File: src/sv/lge_pkg.sv
// ----------------------------------------------------------------------------
// lge_pkg: shared types and constants of the life generation engine
// Request and result structs, command codes, register indexes, rule counts.
// ----------------------------------------------------------------------------
package lge_pkg;

  localparam int OPCODE_W    = 2;
  localparam int COORD_W     = 7;
  localparam int CFG_INDEX_W = 1;
  localparam int CFG_DATA_W  = 16;

  localparam logic [OPCODE_W-1:0] OP_SET   = 2'd0;
  localparam logic [OPCODE_W-1:0] OP_CLEAR = 2'd1;
  localparam logic [OPCODE_W-1:0] OP_RUN   = 2'd2;
  localparam logic [OPCODE_W-1:0] OP_READ  = 2'd3;

  localparam logic [CFG_INDEX_W-1:0] REG_SIDE_LENGTH = 1'b0;
  localparam logic [CFG_INDEX_W-1:0] REG_GENS_PER_RUN = 1'b1;

  localparam logic [7:0]  SIDE_LENGTH_RESET = 8'd100;
  localparam logic [15:0] GENS_PER_RUN_RESET = 16'd1;

  // B3/S23
  localparam logic [3:0] BIRTH_COUNT = 4'd3;
  localparam logic [3:0] KEEP_COUNT  = 4'd2;

  typedef struct packed {
    logic [OPCODE_W-1:0] opcode;
    logic [COORD_W-1:0]  row;
    logic [COORD_W-1:0]  column;
  } lge_request_t;

  typedef struct packed {
    logic        cell_alive;
    logic [31:0] total_generations;
    logic        bad_coordinate;
  } lge_result_t;

endpackage

File: src/sv/lge_row_eval.sv
// ----------------------------------------------------------------------------
// lge_row_eval: next state of one grid row
// Counts the eight neighbours of every cell from three masked rows and
// applies the birth/survival rule; cells outside the live area come out dead.
// ----------------------------------------------------------------------------
module lge_row_eval #(
  parameter int WIDTH = 128
) (
  input  logic [WIDTH-1:0] up,
  input  logic [WIDTH-1:0] mid,
  input  logic [WIDTH-1:0] down,
  input  logic [WIDTH-1:0] col_mask,
  output logic [WIDTH-1:0] next_row
);
  import lge_pkg::*;

  logic [WIDTH+1:0] up_x, mid_x, down_x;

  assign up_x   = {1'b0, up, 1'b0};
  assign mid_x  = {1'b0, mid, 1'b0};
  assign down_x = {1'b0, down, 1'b0};

  always_comb begin
    logic [3:0] cnt;
    cnt = '0;
    for (int i = 0; i < WIDTH; i++) begin
      // padded index i+1 is the cell itself
      cnt = 4'(up_x[i]) + 4'(up_x[i+1]) + 4'(up_x[i+2])
          + 4'(mid_x[i]) + 4'(mid_x[i+2])
          + 4'(down_x[i]) + 4'(down_x[i+1]) + 4'(down_x[i+2]);
      next_row[i] = col_mask[i]
                  & ((cnt == BIRTH_COUNT) | ((cnt == KEEP_COUNT) & mid[i]));
    end
  end

endmodule

File: config.mk
export PLATFORM = sky130hd
export DESIGN_NAME = lge_row_eval
export DESIGN_NICKNAME = d
export VERILOG_FILES = /design/src/sv/lge_pkg.sv /design/src/sv/lge_row_eval.sv
export SDC_FILE = /design/constraint.sdc
export NUM_CORES = 1
export LEC_CHECK = 0
export BUFFER_PORTS_ARGS = -buffer_cell sky130_fd_sc_hd__buf_4
export CAP_MARGIN = 20
export CORE_AREA = 2 2 247 249
export DETAILED_ROUTE_END_ITERATION = 7
export DIE_AREA = 0 0 249 251
export PLACE_DENSITY = 0.59
export SETUP_SLACK_MARGIN = 0.05
export SLEW_MARGIN = 20
export SYNTH_ARGS = -nofsm -noshare
export SYNTH_HDL_FRONTEND = slang
export SYNTH_SLANG_ARGS = --single-unit
File: constraint.sdc
create_clock -name vclk -period 6.85
set_clock_uncertainty 0.2 [all_clocks]
set_input_delay 0.3425 -clock vclk [all_inputs]
set_output_delay 0.3425 -clock vclk [all_outputs]
set_load 0.03 [all_outputs]
==> results of run 1 <==
## kinds of logic (layout without fill, tap and decap cells)
kind of cell,count (synthesis),count (layout),share of synthesized area (%)
AO/OA/AOI/OAI,362,362,9.84
adder cells (fa/ha/maj),888,888,67.9
buffers and inverters,891,1531,15.2
other,0,13,0
AND/OR/NAND/NOR,272,272,7.00
## report_power, final
part	internal (mW)	switching, mW
sequential	0	0
combinational	1.77	2.20
clock	0.000000255	0
## worst paths after layout
| kind | startpoint | to | cells past startpoint | slack (ns) |
|---|---|---|---|---|
| worst min-delay path | col_mask[127] | next_row[127] | 4 | 0.84 |
| worst max-delay path | up[25] | next_row[26] | 11 | 2.92 |
## layout make-up
class,instances,area [µm²],area share [%]
Timing Repair Buffer,640,4800,17.3
Tap cell,782,978,3.52
Multi-Input combinational cell,1522,18600,67.0
Inverter,891,3340,12.0
Antenna cell,13,32.5,0.117
## per-stage QoR
step                instances  hold WS (ns)
detailed placement       3835         0.849
floorplan                2413         0.653
global placement         3835         0.846
CTS                      3835         0.847
finish                   3848         0.842
global route             3848         0.868
## per-layer routing
metal | routed length, µm | vias up
met5 | 52 | -
met4 | 2560 | 8
met3 | 3700 | 108
met2 | 32700 | 399
met1 | 22900 | 8754
li1 | - | 8677
## Yosys cell counts
| cell type | number | area [µm²] |
|---|---|---|
| inv_1 | 891 | 3340 |
| fa_1 | 508 | 10200 |
| ha_1 | 380 | 4750 |
| a21oi_1 | 232 | 1160 |
| o211ai_1 | 108 | 811 |
| nand3_1 | 107 | 536 |
| or2_1 | 87 | 544 |
| or2_0 | 20 | 125 |
| nand2_1 | 19 | 71.3 |
| nand2b_1 | 18 | 113 |
| nand3b_1 | 18 | 135 |
| o2111ai_1 | 18 | 158 |
| nor2_1 | 2 | 7.51 |
| a211oi_1 | 1 | 7.51 |
| a221oi_2 | 1 | 15.0 |
| nor2b_1 | 1 | 6.26 |
| o21ai_0 | 1 | 5.00 |
| o21ai_1 | 1 | 5.00 |
## worst max-delay path, cell delays in order
cell and delay [ns]:
buf_4 0.11, inv_1 0.08, fa_1 0.56, fa_1 0.43
fa_1 0.50, inv_1 0.04, ha_1 0.20, fa_1 0.38
or2_1 0.23, a21oi_1 0.28, buf_4 0.23
==> run_results.csv, run 1 <==
group,metric,value,unit
placement,dp_slack,2.93,ns
critical_path,arrival,3.38,ns
sta,worst_pin_slew,0.323,ns
drt,first_pass_iters,4,
placement,dp_hpwl,60600,µm
synthesis,synth_warnings,0,
sta,hold_viol_final,0,
synthesis,synth_cells,2413,
sta,grt_setup_unrepaired,"no",
drt,routed_wl,61900,µm
critical_path,cp-end-kind,"output port",
drt,drc,0,
clock_tree,cts_hold_buf,0,
global_routing,globalRoute.busiestLayer,"met2",
die,die_area,62500,µm²
cells_and_area,fillers,5792,
drt,routedWlPerCell,16.1,µm
clock_tree,post_cts_resized,0,
global_routing,grt_use_met1,22.2,%
cells_and_area,regArea,0,µm²
cells_and_area,final_cell_area,27800,µm²
power_and_ir_drop,irDropWorstVdd,75.9,µV
die,die_w,249,µm
cells_and_area,fin_util,46.5,%
cells_and_area,drive_gt1_share,21.0,%
die,rows,90,
power_and_ir_drop,power_density,143,nW/µm²
sta,post-route-period-util,57.3,%
global_routing,use_met2,37.7,%
synthesis,yosysSeqAreaShare,0,%
cells_and_area,final_net_count,4455,
sta,maxSlewHeadroom,78.5,%
critical_path,cp_max_fo,2,
die,initial_core_util,36.7,%
global_routing,grt_remaining_overflow,0,
cells_and_area,syn_to_final_growth,26.5,%
flow_run,drv_cap,0,
die,ioPinCount,640,
global_routing,grt_start_max_net_pins,4,
die,die_y,251,µm
drt,num_vias,17900,
placement,gp_congestion,0.930,
synthesis,netlist_area,22000,µm²
cells_and_area,num-clock-buffers,0,
drt,postRouteAntennaNets,0,
drt,drt_iter0_drc,487,
sta,period_minus_slack,3.93,ns
critical_path,worstPathRequired,6.31,ns
sta,setup_viol,0,
placement,port_buffers,640,
sta,fin_ws,2.92,ns
cells_and_area,nFlopsAndLatches,0,
cells_and_area,layout_common_cells,"inv_1 (891), buf_4 (640), fa_1 (508), ha_1 (380), a21oi_1 (232)",
cells_and_area,layout_commonest_cell,"inv_1",
drt,via_per_inst,4.66,
critical_path,critical_path_class,"in2out",
sta,fin_setup_tns,0,ns
global_routing,use_met3,4.27,%
global_routing,grtUsageTotal,20.1,%
global_routing,grt_pass1_vias,20700,
global_routing,grt_pass1_wl,102000,µm
outcome,status,"finished clean",
synthesis,postSynthAreaPerCell,9.10,µm²
global_routing,antenna_found_initial,17,
clock_tree,cts_setup_buffers,0,
power_and_ir_drop,power.total,3.97,mW
synthesis,synthesis.nets,3813,
hold_path,hold_path.class,"in2out",
critical_path,crit_path_start_kind,"primary input",
power_and_ir_drop,leakage,15.5,nW
placement,dpl_cell_area,27800,µm²
synthesis,synth_cell_types,18,
die,coreArea,59800,µm²
sta,fmax,255,MHz
sta,drv_slew,0,
No activity file was read; power rests on OpenSTA's default activity.
==> inputs of run 2 (changes only) <==
==> constraint.sdc (replaced) <==
create_clock -name vclk -period 4.12
set_clock_uncertainty 0.2 [all_clocks]
set_input_delay 0.206 -clock vclk [all_inputs]
set_output_delay 0.206 -clock vclk [all_outputs]
set_load 0.03 [all_outputs]
==> run 2 against run 1 <==
Non-clock buffer count stayed put; sequential share of layout area stayed put; combinational power is 66% higher; cell area hardly changed; critical path depth stayed put; sequential cell count stayed put; core utilization hardly changed; first-iteration DRC count is 6.2% lower; die area stayed put; global-route usage is 0.15 points lower; critical path type unchanged; critical endpoint is now next_row[95]; highest routed layer unchanged.
==> run_results.csv, run 2 (synthesis results as in run 1) <==
group,metric,value,unit
die,initial_core_util,36.7,%
global_routing,grtUsageTotal,20.0,%
sta,maxSlewHeadroom,77.7,%
sta,fin_setup_tns,0,ns
critical_path,worstPathRequired,3.71,ns
outcome,status,"finished clean",
cells_and_area,drive_gt1_share,21.0,%
sta,grt_setup_unrepaired,"no",
placement,gp_congestion,0.930,
cells_and_area,regArea,0,µm²
cells_and_area,layout_commonest_cell,"inv_1",
sta,setup_viol,0,
drt,routed_wl,61800,µm
power_and_ir_drop,irDropWorstVdd,122,µV
die,rows,90,
cells_and_area,fillers,5823,
critical_path,cp_max_fo,2,
placement,dpl_cell_area,27800,µm²
hold_path,min_to,"next_row[127]",
flow_run,drv_cap,0,
global_routing,grt_remaining_overflow,0,
placement,dp_hpwl,60500,µm
drt,drc,0,
sta,worst_pin_slew,0.335,ns
global_routing,grt_start_max_net_pins,4,
sta,fmax,274,MHz
placement,port_buffers,640,
power_and_ir_drop,leakage,15.5,nW
sta,hold_viol_final,0,
die,ioPinCount,640,
critical_path,cp-end-kind,"output port",
drt,first_pass_iters,5,
power_and_ir_drop,internal-power,2.94,mW
drt,postRouteAntennaNets,0,
drt,drt_iter0_drc,457,
power_and_ir_drop,p_sw_share,55.4,%
cells_and_area,num-clock-buffers,0,
cells_and_area,layout_common_cells,"inv_1 (891), buf_4 (640), fa_1 (508), ha_1 (380), a21oi_1 (232)",
global_routing,antenna_found_initial,15,
hold_path,hold_path.class,"in2out",
hold_path,hp-start,"col_mask[127]",
drt,via_per_inst,4.67,
power_and_ir_drop,power_density,238,nW/µm²
cells_and_area,syn_to_final_growth,26.5,%
critical_path,arrival,3.24,ns
critical_path,crit_path_start_kind,"primary input",
die,coreArea,59800,µm²
critical_path,critical_path_class,"in2out",
global_routing,grt_pass1_vias,20500,
cells_and_area,multi_input_comb_area,18600,µm²
hold_path,hold_depth,4,
clock_tree,cts_setup_buffers,0,
die,die_w,249,µm
power_and_ir_drop,p_seq_share,0,%
sta,period_minus_slack,3.65,ns
placement,dpl.cell_count,3835,
clock_tree,post_cts_resized,0,
clock_tree,cts_hold_buf,0,
cells_and_area,final_net_count,4455,
sta,post-route-period-util,88.5,%
drt,routedWlPerCell,16.1,µm
power_and_ir_drop,clock_power_share,0,%
global_routing,grt_pass1_wl,101000,µm
power_and_ir_drop,power.total,6.60,mW
die,die_area,62500,µm²
drt,num_vias,18000,
power_and_ir_drop,combPwrFrac,100.0,%
power_and_ir_drop,switchingPower,3.66,mW
cells_and_area,final_cell_area,27800,µm²
sta,drv_slew,0,
sta,timing.hold.ws,0.571,ns
die,die_y,251,µm
cells_and_area,layoutNonFillerInstCount,3847,
cells_and_area,nFlopsAndLatches,0,
run 2: cell types whose count changed in the layout (fill, tap and decap cells not counted):
cell / previous run / this run
diode_2: 13 / 12
run 2: per-stage QoR:
stage	util, %	worst slack, ns
2_1_floorplan	-	0.678
3_3_place_gp	46.4	0.468
3_5_place_dp	46.4	0.449
4_1_cts	46.4	0.450
5_1_grt	46.5	0.339
6_report	46.5	0.473
run 2: layer usage:
layer | part of all wire [%] | up-vias | global-route usage (%)
met5 | 0.032 | - | 0
met4 | 4.5 | 4 | 7.62
met3 | 6.1 | 126 | 4.07
met2 | 52 | 419 | 37.5
met1 | 37 | 8745 | 22.1
li1 | - | 8683 | -
run 2: power by group through the flow:
stage	combinational (mW)	clock [mW]	sequential, mW
floorplan	4.59	0	0
global placement	6.30	0	0
detailed placement	6.64	0	0
CTS	6.71	0	0
global route	7.65	0.000000358	0
finish	6.60	0.000000391	0
run 2: area by class of cell:
cell class | count | area share, %
multi-input combinational | 1522 | 67.0
antenna | 12 | 0.108
inverter | 891 | 12.0
timing repair buffer | 640 | 17.3
tap | 782 | 3.52
run 2: worst max path at each step:
| stage | from | endpoint | slack [ns] | cells after the start |
|---|---|---|---|---|
| 2_1_floorplan | up[115] | next_row[116] | 0.68 | 9 |
| 3_5_place_dp | up[25] | next_row[26] | 0.45 | 11 |
| 4_1_cts | up[25] | next_row[26] | 0.45 | 11 |
| 6_report | up[94] | next_row[95] | 0.47 | 11 |
| 3_3_place_gp | up[25] | next_row[26] | 0.47 | 11 |
| 5_1_grt | up[25] | next_row[26] | 0.34 | 11 |
run 2: critical path: stages:
cell,delay (ns)
buf_4,0.09
inv_1,0.08
fa_1,0.56
fa_1,0.44
fa_1,0.51
inv_1,0.05
ha_1,0.20
fa_1,0.40
or2_1,0.22
a21oi_1,0.27
buf_4,0.23
==> inputs of run 3 (changes only) <==
--- a/config.mk
+++ b/config.mk
@@ -11,6 +11,7 @@
 export DETAILED_ROUTE_END_ITERATION = 7
 export DIE_AREA = 0 0 249 251
 export PLACE_DENSITY = 0.59
+export RECOVER_POWER = 100
 export SETUP_SLACK_MARGIN = 0.05
 export SLEW_MARGIN = 20
 export SYNTH_ARGS = -nofsm -noshare
==> run 3 against run 2 <==
Critical path depth unchanged; worst setup slack got worse by 0.13 ns; highest routed layer unchanged; core utilization decreased by 0.79 points; cell area decreased by 1.7%; largest power group unchanged.
==> run_results.csv, run 3 (synthesis results as in run 1) <==
group,metric,value,unit
outcome,status,"finished clean",
cells_and_area,syn_to_final_growth,24.3,%
cells_and_area,drive_gt1_share,16.9,%
placement,port_buffers,640,
sta,worst_pin_slew,0.543,ns
critical_path,arrival,3.37,ns
hold_path,hold_path.class,"in2out",
sta,setup_viol,0,
die,initial_core_util,36.7,%
clock_tree,cts_setup_buffers,0,
sta,grt_setup_unrepaired,"no",
drt,drt_iter0_drc,450,
drt,first_pass_iters,5,
hold_path,hp-start,"col_mask[127]",
critical_path,crit_path_start_kind,"primary input",
drt,routedWlPerCell,16.0,µm
sta,fmax,265,MHz
sta,drv_slew,0,
drt,postRouteAntennaNets,0,
die,ioPinCount,640,
cells_and_area,fillers,5930,
global_routing,grt_pass1_vias,20500,
drt,routed_wl,61700,µm
die,coreArea,59800,µm²
global_routing,globalRoute.busiestLayer,"met2",
global_routing,grt_start_max_net_pins,4,
placement,gp_congestion,0.930,
critical_path,worstPathRequired,3.71,ns
die,die_y,251,µm
sta,period_minus_slack,3.77,ns
cells_and_area,layout_common_cells,"inv_1 (891), buf_4 (514), fa_1 (508), ha_1 (380), a21oi_1 (232)",
power_and_ir_drop,power_density,233,nW/µm²
drt,num_vias,18000,
global_routing,grt_use_met1,22.1,%
die,die_w,249,µm
power_and_ir_drop,irDropWorstVdd,109,µV
drt,drc,0,
cells_and_area,layout_commonest_cell,"inv_1",
global_routing,grtUsageTotal,20.0,%
placement,dp_hpwl,60500,µm
sta,maxSlewHeadroom,64.0,%
critical_path,cp_max_fo,2,
global_routing,grt_remaining_overflow,0,
clock_tree,cts_hold_buf,0,
cells_and_area,nFlopsAndLatches,0,
sta,hold_viol_final,0,
global_routing,use_met2,37.5,%
sta,fin_setup_tns,0,ns
cells_and_area,num-clock-buffers,0,
global_routing,grt_pass1_wl,101000,µm
global_routing,antenna_found_initial,15,
power_and_ir_drop,leakage,15.0,nW
drt,via_per_inst,4.67,
critical_path,startpoint,"up[94]",
flow_run,drv_cap,0,
critical_path,cp-end-kind,"output port",
cells_and_area,regArea,0,µm²
clock_tree,post_cts_resized,0,
die,die_area,62500,µm²
cells_and_area,fin_util,45.7,%
cells_and_area,final_net_count,4455,
sta,post-route-period-util,91.6,%
die,rows,90,
critical_path,critical_path_class,"in2out",
global_routing,use_met3,4.07,%
[run 3: worst max-delay path, cell delays in order]
cell	delay, ns
buf_4	0.09
inv_1	0.08
fa_1	0.56
fa_1	0.44
fa_1	0.51
inv_1	0.05
ha_1	0.20
fa_1	0.40
or2_1	0.22
a21oi_1	0.27
clkbuf_1	0.35
[run 3: worst paths after layout]
kind                         to  cells after the start
setup / recovery   next_row[95]                     11
hold / removal    next_row[127]                      4
[run 3: where the power goes]
group	internal (mW)	total (mW)	leakage, nW	switching, mW
combinational	2.72	6.37	15.0	3.65
sequential	0	0	0	0
clock	0.000000390	0.000000391	0.0000761	0
[run 3: final cells by class]
class              count  area [µm²]  share of cell area [%]
diodes                12        30.0                   0.110
inverters            891        3340                    12.2
multi-input cells   1522       18600                    68.2
well taps            782         978                    3.58
repair buffers       640        4330                    15.9
[run 3: routing by layer]
layer / part of all wire [%] / vias up / wire length, µm
met5: 0.032 / - / 20
met4: 4.7 / 4 / 2900
met3: 6.1 / 132 / 3780
met2: 52 / 423 / 32200
met1: 37 / 8730 / 22900
li1: - / 8682 / -
[run 3: stage by stage]
stage	total power [mW]	worst slack (ns)	instances	hold WS, ns	instance area (µm²)
floorplan	4.59	0.678	2413	0.380	22000
detailed placement	6.64	0.449	3835	0.573	27800
global placement	6.30	0.468	3835	0.573	27800
finish	6.37	0.345	3847	0.615	27300
global route	7.43	0.206	3846	0.654	27300
CTS	6.71	0.450	3835	0.571	27800
